### config.mk
export PLATFORM = sky130hd
export DESIGN_NAME = thermal_plant_model_step
export DESIGN_NICKNAME = d
export VERILOG_FILES = /design/src/tpm_pkg.sv /design/src/tpm_mul.sv /design/src/tpm_cordic.sv /design/src/thermal_plant_model_step.sv
export VERILOG_INCLUDE_DIRS = /design/src /design/src/src
export SDC_FILE = /design/constraint.sdc
export NUM_CORES = 2
export LEC_CHECK = 0
export BUFFER_PORTS_ARGS = -buffer_cell sky130_fd_sc_hd__buf_2
export CAP_MARGIN = 20
export CORE_MARGIN = 3
export CORE_UTILIZATION = 42
export CTS_CLUSTER_SIZE = 12
export DETAILED_ROUTE_END_ITERATION = 16
export HOLD_SLACK_MARGIN = 0.1
export SLEW_MARGIN = 20
export SYNTH_ARGS = -nofsm -noshare
export SYNTH_HDL_FRONTEND = slang
export SYNTH_SLANG_ARGS = --single-unit
### constraint.sdc
create_clock -name clock -period 11.1 [get_ports clock]
set_clock_uncertainty 0.05 [all_clocks]
set_input_delay 2.22 -clock clock [delete_from_list [all_inputs] [get_ports clock]]
set_output_delay 2.22 -clock clock [all_outputs]
set_load 0.005 [all_outputs]
### src/assert_macros.svh
// Assertion macros used by thermal_plant_model_step.
`ifndef ASSERT_MACROS_SVH
`define ASSERT_MACROS_SVH

// Checks a property at every rising edge outside reset.
`define TPM_ASSERT(lbl, clk, rst, prop, msg) \
   lbl: assert property (@(posedge clk) disable iff (rst) prop) else $error(msg);

// Checks a property at every rising edge, reset included.
`define TPM_ASSERT_ALWAYS(lbl, clk, prop, msg) \
   lbl: assert property (@(posedge clk) prop) else $error(msg);

`endif

### src/tpm_pkg.sv
package tpm_pkg;

   localparam int DATA_W       = 32;
   localparam int FRAC_BITS    = 16;
   localparam int Q_W          = DATA_W + FRAC_BITS;
   localparam int TERM_W       = 2 * DATA_W + 1;
   localparam int ACC_W        = TERM_W + 1;
   localparam int CSR_IDX_W    = 3;
   localparam int CORDIC_STEPS = 24;
   localparam int CORDIC_W     = 33;
   localparam int SINE_SHIFT   = 30 - FRAC_BITS;

   localparam logic [4:0] CORDIC_LAST = 5'(CORDIC_STEPS - 1);
   localparam logic [5:0] SHORT_LAST  = 6'(DATA_W - 1);
   localparam logic [5:0] LONG_LAST   = 6'(Q_W - 1);

   localparam logic signed [DATA_W-1:0]   TURN_PER_RAD = 32'sd683565276;
   localparam logic signed [CORDIC_W-1:0] CORDIC_START = 33'sd652032874;

   localparam logic [CSR_IDX_W-1:0] CSR_MODE   = 3'd0;
   localparam logic [CSR_IDX_W-1:0] CSR_COEF_A = 3'd1;
   localparam logic [CSR_IDX_W-1:0] CSR_COEF_B = 3'd2;
   localparam logic [CSR_IDX_W-1:0] CSR_COEF_C = 3'd3;
   localparam logic [CSR_IDX_W-1:0] CSR_COEF_D = 3'd4;
   localparam logic [CSR_IDX_W-1:0] CSR_INIT   = 3'd5;

   typedef enum logic [3:0] {
      ST_IDLE,
      ST_PHASE,
      ST_MUL_A,
      ST_MUL_PP,
      ST_MUL_B,
      ST_MUL_C,
      ST_MUL_D,
      ST_FINISH
   } state_type;

   typedef struct packed {
      logic start;
      logic long_op;
   } mul_ctl_type;

   typedef struct packed {
      logic busy;
      logic done;
   } mul_stat_type;

   // Arctangent of 2^-i in units of 2^-32 turn.
   function automatic logic [29:0] atan_turns(input logic [4:0] i);
      logic [29:0] r;
      case (i)
         5'd0:    r = 30'd536870912;
         5'd1:    r = 30'd316933406;
         5'd2:    r = 30'd167458907;
         5'd3:    r = 30'd85004756;
         5'd4:    r = 30'd42667331;
         5'd5:    r = 30'd21354465;
         5'd6:    r = 30'd10679838;
         5'd7:    r = 30'd5340245;
         5'd8:    r = 30'd2670163;
         5'd9:    r = 30'd1335087;
         5'd10:   r = 30'd667544;
         5'd11:   r = 30'd333772;
         5'd12:   r = 30'd166886;
         5'd13:   r = 30'd83443;
         5'd14:   r = 30'd41722;
         5'd15:   r = 30'd20861;
         5'd16:   r = 30'd10430;
         5'd17:   r = 30'd5215;
         5'd18:   r = 30'd2608;
         5'd19:   r = 30'd1304;
         5'd20:   r = 30'd652;
         5'd21:   r = 30'd326;
         5'd22:   r = 30'd163;
         5'd23:   r = 30'd81;
         default: r = 30'd0;
      endcase
      return r;
   endfunction

endpackage

### src/tpm_mul.sv
module tpm_mul
   import tpm_pkg::*;
(
   input  logic                     clock,
   input  logic                     reset,
   input  mul_ctl_type              ctl,
   input  logic signed [DATA_W-1:0] multiplicand,
   input  logic [Q_W-1:0]           multiplier,
   output mul_stat_type             stat,
   output logic signed [TERM_W-1:0] term
);

   logic                       busy_ff, busy_in;
   logic                       done_ff, done_in;
   logic                       long_ff, long_in;
   logic [5:0]                 cnt_ff, cnt_in;
   logic signed [DATA_W:0]     high_ff, high_in;
   logic [Q_W-1:0]             q_ff, q_in;
   logic signed [DATA_W-1:0]   m_ff, m_in;
   logic                       last;
   logic signed [DATA_W+1:0]   addend;
   logic signed [DATA_W+1:0]   sum;

   // One multiplier bit per cycle; the sign bit weighs negative.
   always_comb begin
      last   = (cnt_ff == (long_ff ? LONG_LAST : SHORT_LAST));
      addend = '0;
      if (q_ff[0]) begin
         addend = last ? -{{2{m_ff[DATA_W-1]}}, m_ff} : {{2{m_ff[DATA_W-1]}}, m_ff};
      end
      sum = {high_ff[DATA_W], high_ff} + addend;
   end

   always_comb begin
      busy_in = busy_ff;
      done_in = 1'b0;
      long_in = long_ff;
      cnt_in  = cnt_ff;
      high_in = high_ff;
      q_in    = q_ff;
      m_in    = m_ff;
      if (ctl.start) begin
         busy_in = 1'b1;
         long_in = ctl.long_op;
         cnt_in  = '0;
         high_in = '0;
         q_in    = multiplier;
         m_in    = multiplicand;
      end else if (busy_ff) begin
         high_in = sum[DATA_W+1:1];
         q_in    = {sum[0], q_ff[Q_W-1:1]};
         cnt_in  = cnt_ff + 6'd1;
         if (last) begin
            busy_in = 1'b0;
            done_in = 1'b1;
         end
      end
   end

   always_ff @(posedge clock) begin
      if (reset) begin
         busy_ff <= 1'b0;
         done_ff <= 1'b0;
      end else begin
         busy_ff <= busy_in;
         done_ff <= done_in;
      end
      long_ff <= long_in;
      cnt_ff  <= cnt_in;
      high_ff <= high_in;
      q_ff    <= q_in;
      m_ff    <= m_in;
   end

   // Product shifted right by the fraction bits, rounded toward minus infinity.
   always_comb begin
      if (long_ff) begin
         term = {high_ff, q_ff[Q_W-1:FRAC_BITS]};
      end else begin
         term = {{FRAC_BITS{high_ff[DATA_W]}}, high_ff, q_ff[Q_W-1:Q_W-FRAC_BITS]};
      end
   end

   assign stat.busy = busy_ff;
   assign stat.done = done_ff;

endmodule

### src/tpm_cordic.sv
module tpm_cordic
   import tpm_pkg::*;
(
   input  logic                     clock,
   input  logic                     reset,
   input  logic                     start,
   input  logic [DATA_W-1:0]        phase,
   output logic                     sine_ready,
   output logic signed [DATA_W-1:0] sine
);

   logic                       busy_ff, busy_in;
   logic                       valid_ff, valid_in;
   logic [4:0]                 cnt_ff, cnt_in;
   logic signed [CORDIC_W-1:0] x_ff, x_in;
   logic signed [CORDIC_W-1:0] y_ff, y_in;
   logic signed [CORDIC_W-1:0] z_ff, z_in;
   logic [DATA_W-1:0]          folded;
   logic signed [CORDIC_W-1:0] dx, dy, da, ysh;

   always_comb begin
      folded = phase;
      if (phase inside {[32'h4000_0000 : 32'hBFFF_FFFF]}) begin
         folded = 32'h8000_0000 - phase;
      end
      dx = y_ff >>> cnt_ff;
      dy = x_ff >>> cnt_ff;
      da = $signed({3'b000, atan_turns(cnt_ff)});
   end

   always_comb begin
      busy_in  = busy_ff;
      valid_in = valid_ff;
      cnt_in   = cnt_ff;
      x_in     = x_ff;
      y_in     = y_ff;
      z_in     = z_ff;
      if (start) begin
         busy_in  = 1'b1;
         valid_in = 1'b0;
         cnt_in   = '0;
         x_in     = CORDIC_START;
         y_in     = '0;
         z_in     = $signed({folded[DATA_W-1], folded});
      end else if (busy_ff) begin
         if (!z_ff[CORDIC_W-1]) begin
            x_in = x_ff - dx;
            y_in = y_ff + dy;
            z_in = z_ff - da;
         end else begin
            x_in = x_ff + dx;
            y_in = y_ff - dy;
            z_in = z_ff + da;
         end
         cnt_in = cnt_ff + 5'd1;
         if (cnt_ff == CORDIC_LAST) begin
            busy_in  = 1'b0;
            valid_in = 1'b1;
         end
      end
   end

   always_ff @(posedge clock) begin
      if (reset) begin
         busy_ff  <= 1'b0;
         valid_ff <= 1'b0;
      end else begin
         busy_ff  <= busy_in;
         valid_ff <= valid_in;
      end
      cnt_ff <= cnt_in;
      x_ff   <= x_in;
      y_ff   <= y_in;
      z_ff   <= z_in;
   end

   assign ysh        = y_ff >>> SINE_SHIFT;
   assign sine       = ysh[DATA_W-1:0];
   assign sine_ready = valid_ff;

endmodule

### src/thermal_plant_model_step.sv
// Discrete thermal plant, one time step per request transfer.
// The req channel carries the warming input and a restart flag; the rsp
// channel returns the new temperature and an overflow flag, both with
// valid and ready. Coefficients, mode and initial temperature are written
// through the csr port; the user must write them only while the block is
// idle, as the block itself does not enforce this. All products run
// through one shift-add multiplier that retires one multiplier bit per
// cycle, with a 48-bit multiplier for the product of the squared term.
// A linear step runs two products; a nonlinear step runs the phase and
// then five products (the 24-step CORDIC sine overlaps them). One step
// is in flight at a time, so a new request is taken only once the
// previous step has finished.
// A finished result waits in the output register while the next request
// is already taken; if the receiver stalls, that next step holds at its
// end until the register frees.
// Reset clears the configuration, both temperatures and the output valid.
`include "assert_macros.svh"

module thermal_plant_model_step
   import tpm_pkg::*;
(
   input  logic                     clock,
   input  logic                     reset,
   input  logic                     req_valid,
   output logic                     req_ready,
   input  logic signed [DATA_W-1:0] req_warming,
   input  logic                     req_restart,
   output logic                     rsp_valid,
   input  logic                     rsp_ready,
   output logic signed [DATA_W-1:0] rsp_temperature,
   output logic                     rsp_overflow,
   input  logic                     csr_write_enable,
   input  logic [CSR_IDX_W-1:0]     csr_index,
   input  logic [DATA_W-1:0]        csr_write_data
);

   state_type                  state_ff, state_in;
   logic                       mode_ff;
   logic signed [DATA_W-1:0]   coef_a_ff, coef_b_ff, coef_c_ff, coef_d_ff, init_ff;
   logic signed [DATA_W-1:0]   cur_ff, prev_ff, u_ff;
   logic [Q_W-1:0]             sq_ff;
   logic signed [ACC_W-1:0]    acc_ff;
   logic                       issued_ff;
   logic                       rsp_valid_ff;
   logic signed [DATA_W-1:0]   rsp_temp_ff;
   logic                       rsp_ovf_ff;

   mul_ctl_type                mul_ctl;
   mul_stat_type               mul_stat;
   logic signed [DATA_W-1:0]   mul_m;
   logic [Q_W-1:0]             mul_q;
   logic signed [TERM_W-1:0]   term;
   logic signed [ACC_W-1:0]    term_x;
   logic                       cordic_start;
   logic                       sin_ready;
   logic signed [DATA_W-1:0]   sine;
   logic                       is_mul;
   logic                       out_free;
   logic                       sat_hi, sat_lo;
   logic signed [DATA_W-1:0]   result;

   tpm_mul u_mul (
      .clock        (clock),
      .reset        (reset),
      .ctl          (mul_ctl),
      .multiplicand (mul_m),
      .multiplier   (mul_q),
      .stat         (mul_stat),
      .term         (term)
   );

   tpm_cordic u_cordic (
      .clock      (clock),
      .reset      (reset),
      .start      (cordic_start),
      .phase      (term[DATA_W-1:0]),
      .sine_ready (sin_ready),
      .sine       (sine)
   );

   assign out_free = !rsp_valid_ff || rsp_ready;
   assign term_x   = {term[TERM_W-1], term};

   always_comb begin
      state_in = state_ff;
      case (state_ff)
         ST_IDLE:   if (req_valid) state_in = mode_ff ? ST_PHASE : ST_MUL_A;
         ST_PHASE:  if (mul_stat.done) state_in = ST_MUL_A;
         ST_MUL_A:  if (mul_stat.done) state_in = mode_ff ? ST_MUL_PP : ST_MUL_B;
         ST_MUL_PP: if (mul_stat.done) state_in = ST_MUL_B;
         ST_MUL_B:  if (mul_stat.done) state_in = mode_ff ? ST_MUL_C : ST_FINISH;
         ST_MUL_C:  if (mul_stat.done) state_in = ST_MUL_D;
         ST_MUL_D:  if (mul_stat.done) state_in = ST_FINISH;
         ST_FINISH: if (out_free) state_in = ST_IDLE;
         default:   state_in = ST_IDLE;
      endcase
   end

   always_comb begin
      req_ready        = (state_ff == ST_IDLE);
      is_mul           = (state_ff inside {ST_PHASE, ST_MUL_A, ST_MUL_PP, ST_MUL_B,
                                           ST_MUL_C, ST_MUL_D});
      mul_ctl.start    = is_mul && !issued_ff && (state_ff != ST_MUL_D || sin_ready);
      mul_ctl.long_op  = (state_ff == ST_MUL_B) && mode_ff;
      cordic_start     = (state_ff == ST_PHASE) && mul_stat.done;
      mul_m            = coef_a_ff;
      mul_q            = {{(Q_W-DATA_W){1'b0}}, u_ff};
      case (state_ff)
         ST_PHASE: begin
            mul_m = TURN_PER_RAD;
         end
         ST_MUL_A: begin
            mul_q = {{(Q_W-DATA_W){1'b0}}, cur_ff};
         end
         ST_MUL_PP: begin
            mul_m = prev_ff;
            mul_q = {{(Q_W-DATA_W){1'b0}}, prev_ff};
         end
         ST_MUL_B: begin
            mul_m = coef_b_ff;
            if (mode_ff) begin
               mul_q = sq_ff;
            end
         end
         ST_MUL_C: begin
            mul_m = coef_c_ff;
         end
         ST_MUL_D: begin
            mul_m = coef_d_ff;
            mul_q = {{(Q_W-DATA_W){1'b0}}, sine};
         end
         default: begin
            mul_m = coef_a_ff;
         end
      endcase
   end

   always_comb begin
      sat_hi = !acc_ff[ACC_W-1] && (acc_ff[ACC_W-2:DATA_W-1] != '0);
      sat_lo = acc_ff[ACC_W-1] && (acc_ff[ACC_W-2:DATA_W-1] != '1);
      result = acc_ff[DATA_W-1:0];
      if (sat_hi) begin
         result = {1'b0, {(DATA_W-1){1'b1}}};
      end else if (sat_lo) begin
         result = {1'b1, {(DATA_W-1){1'b0}}};
      end
   end

   always_ff @(posedge clock) begin
      if (reset) begin
         state_ff     <= ST_IDLE;
         issued_ff    <= 1'b0;
         rsp_valid_ff <= 1'b0;
         mode_ff      <= 1'b0;
         coef_a_ff    <= '0;
         coef_b_ff    <= '0;
         coef_c_ff    <= '0;
         coef_d_ff    <= '0;
         init_ff      <= '0;
         cur_ff       <= '0;
         prev_ff      <= '0;
      end else begin
         state_ff <= state_in;
         if (mul_ctl.start) begin
            issued_ff <= 1'b1;
         end else if (mul_stat.done) begin
            issued_ff <= 1'b0;
         end
         if (csr_write_enable) begin
            case (csr_index)
               CSR_MODE:   mode_ff   <= csr_write_data[0];
               CSR_COEF_A: coef_a_ff <= csr_write_data;
               CSR_COEF_B: coef_b_ff <= csr_write_data;
               CSR_COEF_C: coef_c_ff <= csr_write_data;
               CSR_COEF_D: coef_d_ff <= csr_write_data;
               CSR_INIT:   init_ff   <= csr_write_data;
               default:    ;
            endcase
         end
         if (req_valid && req_ready && req_restart) begin
            cur_ff  <= init_ff;
            prev_ff <= '0;
         end
         if (state_ff == ST_FINISH && out_free) begin
            rsp_valid_ff <= 1'b1;
            prev_ff      <= cur_ff;
            cur_ff       <= result;
         end else if (rsp_ready) begin
            rsp_valid_ff <= 1'b0;
         end
      end
      if (req_valid && req_ready) begin
         u_ff <= req_warming;
      end
      if (state_ff == ST_FINISH && out_free) begin
         rsp_temp_ff <= result;
         rsp_ovf_ff  <= sat_hi || sat_lo;
      end
      if (mul_stat.done) begin
         case (state_ff)
            ST_MUL_A:  acc_ff <= term_x;
            ST_MUL_PP: sq_ff  <= term[Q_W-1:0];
            ST_MUL_B:  acc_ff <= mode_ff ? acc_ff - term_x : acc_ff + term_x;
            ST_MUL_C:  acc_ff <= acc_ff + term_x;
            ST_MUL_D:  acc_ff <= acc_ff + term_x;
            default:   ;
         endcase
      end
   end

   assign rsp_valid       = rsp_valid_ff;
   assign rsp_temperature = rsp_temp_ff;
   assign rsp_overflow    = rsp_ovf_ff;

   `TPM_ASSERT(a_accept_leaves_idle, clock, reset, (req_valid && req_ready) |=> (state_ff != ST_IDLE), "accepted request did not start a step")
   `TPM_ASSERT(a_idle_mul_free, clock, reset, req_ready |-> !mul_stat.busy, "multiplier busy while idle")
   `TPM_ASSERT(a_phase_nonlinear, clock, reset, (state_ff == ST_PHASE) |-> mode_ff, "sine phase computed in linear mode")
   `TPM_ASSERT(a_ovf_at_limit, clock, reset, (rsp_valid_ff && rsp_ovf_ff) |-> (rsp_temp_ff == {1'b0, {(DATA_W-1){1'b1}}} || rsp_temp_ff == {1'b1, {(DATA_W-1){1'b0}}}), "overflow flag without saturated temperature")

endmodule
==> metrics <==
status=complete, no violations; EDFF count, synth=~290; Synth Warn #=0; register area=between 15000 and 20000 µm²; CTS root buf=clkbuf_16; # nets final=roughly 6000; Syn Area/Cell=around 8.5 µm²; Post-DP HPWL=around 140 mm; Worst VDD drop=between 100 and 150 µV; Multi-input gate area=~31000 µm²; sequential share of the synthesized area=about a third; DRT Wirelength=~190 mm; setup TNS=0 ns; Longest Clk Path Bufs=3; CTS Hold Buffers Added=0; post-route minimum period=~7.3 ns; Clock power frac=~28%; Die Ht=between 300 and 400 µm; clk sinks=~670; RSZ-0062 raised after global routing=no; cell taking the most area after synthesis=edfxtp_1; worst skew pair latency=around 0.70 ns; total CTS buffers=79; Worst Max-Slew Pin Slew=between 1 and 1.5 ns; crit path capture type=register; CTS tree=done; Worst EP arrival=around 8 ns; worst hold margin=around 0.40 ns; Crit Path Class=register to register; CTS H-tree lvls=3; first-pass GRT wire length=between 200 and 300 mm; Die Footprint=between 100000 and 150000 µm²; WL/cell=roughly 26 µm; gr ovfl total=0; NetSw=3.98 mW; Initial DRC Count=5261; pwr dens=between 150 and 200 nW/µm²; layout cells sized above 1=a little under a tenth; largest fanout on the critical path=69; Relative slew margins=between 20 and 25%; Post-CTS Setup Inserts=0; Flop pwr share=about 32%; Hold Path Class=register to register; Synth top area share=between 10% and 20%; Static Leak=around 21 nW; via count of the routed design=46500; Fillers=around 11000; post-synth cell types=~110; PortBufs=between 100 and 150; startpoint type of the worst setup path=register; GP Congestion=about 0.98; Rows=roughly 130; maxcap violations=0; Remaining DRCs=0; combinational power share=39.8%; vias per cell=~6.3; Setup violations, final=0; Starting Density=a little over two fifths; final hold vios=0; Pint=5.74 mW; period utilization=65.9%; post-synthesis instance total=5859; vias in the first global route=roughly 43000; Sw Ratio=around two fifths; Post-Syn Nets=between 6000 and 7000; clk slew on worst S/H paths=around 0.060 ns; Cell Area, Synth=~50000 µm²; largest net degree at the start of global routing=between 90 and 100; Yosys reg bits=667; Final ANT Viol Nets=0; commonest non-fill, non-tap cell in the layout=nand2_1; Critical Path RT=approximately 12 ns; area delta synth->final=8.71%; fin util=between 40% and 50%; die width=about 350 µm; DR pass1 iterations=9; antenna violations before repair=11; ys flop type=dfxtp_1; I/O Pins=between 100 and 150; Resized cells post-CTS=0; asr flop ratio synth=0%; Peak Freq=roughly 140 MHz; Slew Viols, Final=0; Synth area leaders=edfxtp_1 18%, dfxtp_1 15%, ha_1 6.9%; GRT Total Usage=about 30%; core footprint=approximately 120000 µm²; most frequent cells in the layout=762 x nand2_1, 626 x a21oi_1, 550 x nor2_1, 364 x dfxtp_1, 308 x o21ai_0
==> layer usage <==
metal	up-vias	global-route usage, %	wire length (µm)
met5	-	0	54
met2	2156	46.4	83900
li1	21300	-	-
met1	22700	40.3	79700
met3	363	6.37	17200
met4	8	10.7	7270
==> flip-flops by register name, summed over array words and instances (netlist names), 33 cells and up <==
register,count
u_mul.q_ff,48
sq_ff,48
u_cordic.y_ff,33
acc_ff,66
u_cordic.z_ff,33
u_mul.high_ff,33
u_cordic.x_ff,33
==> cell families (layout without fill, tap and decap cells) <==
logic type / after synthesis / count (layout) / synth area share [%]
buffers and inverters: 587 / 542 / 4.71
AND/OR/NAND/NOR: 1922 / 1922 / 17.4
adder cells (fa/ha/maj): 280 / 280 / 7.16
flip-flops: 667 / 667 / 32.9
multiplexers: 367 / 367 / 10.7
AO/OA/AOI/OAI: 1765 / 1765 / 22.5
other: 0 / 8 / 0
XOR/XNOR: 271 / 271 / 4.79
==> worst max-delay path: stages (launching register included) <==
cell and delay, ns:
dfxtp_4 0.73, buf_4 0.80, mux4_1 0.48, mux2_2 0.29, mux2_2 0.29, nand2_1 0.07
and2_1 0.15, ha_1 0.17, inv_1 0.04, a2111oi_1 0.73, nor4b_4 0.46, and2_1 0.22
a21oi_1 0.10, xor2_1 0.18, ha_1 0.38, and3_1 0.19, nand3_1 0.08, inv_1 0.08
and3_1 0.17, a22oi_1 0.09, a31oi_1 0.37, o2111ai_1 0.18, a2111oi_0 0.41, nor3_1 0.12
xnor2_1 0.14, mux2i_1 0.13, nor2_1 0.05
==> final cells by class <==
type                    instances  share of cell area, %
well taps                    1524                   3.54
clock inverters                27                  0.597
clock buffers                 119                   4.35
inverters                     217                   1.52
diodes                          8                 0.0372
flip-flops and latches        667                   30.3
repair buffers                179                   2.05
multi-input cells            4605                   57.6
==> worst paths after layout <==
check                                         from                end  slack (ns)  cells past startpoint
worst max register to register  u_cordic.cnt_ff[1]  u_cordic.x_ff[31]        3.79                     26
worst max-delay path            u_cordic.cnt_ff[1]  u_cordic.x_ff[31]        3.79                     26
worst min register to register        coef_d_ff[3]       coef_d_ff[3]        0.40                      2
worst min-delay path                  coef_d_ff[3]       coef_d_ff[3]        0.40                      2
==> per-stage QoR <==
step                power [mW]  cell area (µm²)  setup WS (ns)  instances
floorplan                 5.70            49600           5.24       5859
global placement          6.91            51200           3.87       7191
detailed placement        6.92            51200           3.78       7191
CTS                       9.64            53800           3.74       7337
global route              10.1            53900           3.08       7338
finish                    9.72            53900           3.79       7346
==> power groups by stage <==
stage / Sequential (mW) / Combinational, mW / Clock, mW
floorplan: 3.02 / 2.69 / 0
global placement: 3.18 / 3.73 / 0
detailed placement: 3.19 / 3.74 / 0
CTS: 3.14 / 3.76 / 2.74
global route: 3.15 / 4.17 / 2.83
finish: 3.14 / 3.87 / 2.71
==> cells in the mapped netlist, types with 26 or more instances <==
| cell type | instances |
|---|---|
| a211oi_1 | 79 |
| a21boi_0 | 28 |
| a21o_1 | 99 |
| a21oi_1 | 626 |
| a221oi_1 | 51 |
| a222oi_1 | 33 |
| a22oi_1 | 27 |
| a31oi_1 | 66 |
| and2_1 | 58 |
| and3_1 | 31 |
| buf_1 | 48 |
| buf_2 | 26 |
| clkbuf_1 | 282 |
| dfxtp_1 | 374 |
| edfxtp_1 | 293 |
| ha_1 | 274 |
| inv_1 | 209 |
| mux2_2 | 37 |
| mux2i_1 | 212 |
| mux4_2 | 95 |
| nand2_1 | 766 |
| nand2b_1 | 52 |
| nand3_1 | 125 |
| nand4_1 | 41 |
| nor2_1 | 556 |
| nor2b_1 | 36 |
| nor3_1 | 98 |
| nor4_1 | 37 |
| o21a_1 | 34 |
| o21ai_0 | 308 |
| o21bai_1 | 57 |
| o22ai_1 | 115 |
| o31ai_1 | 39 |
| or3_1 | 36 |
| xnor2_1 | 166 |
| xor2_1 | 105 |
(Power assumes the default switching activity.)
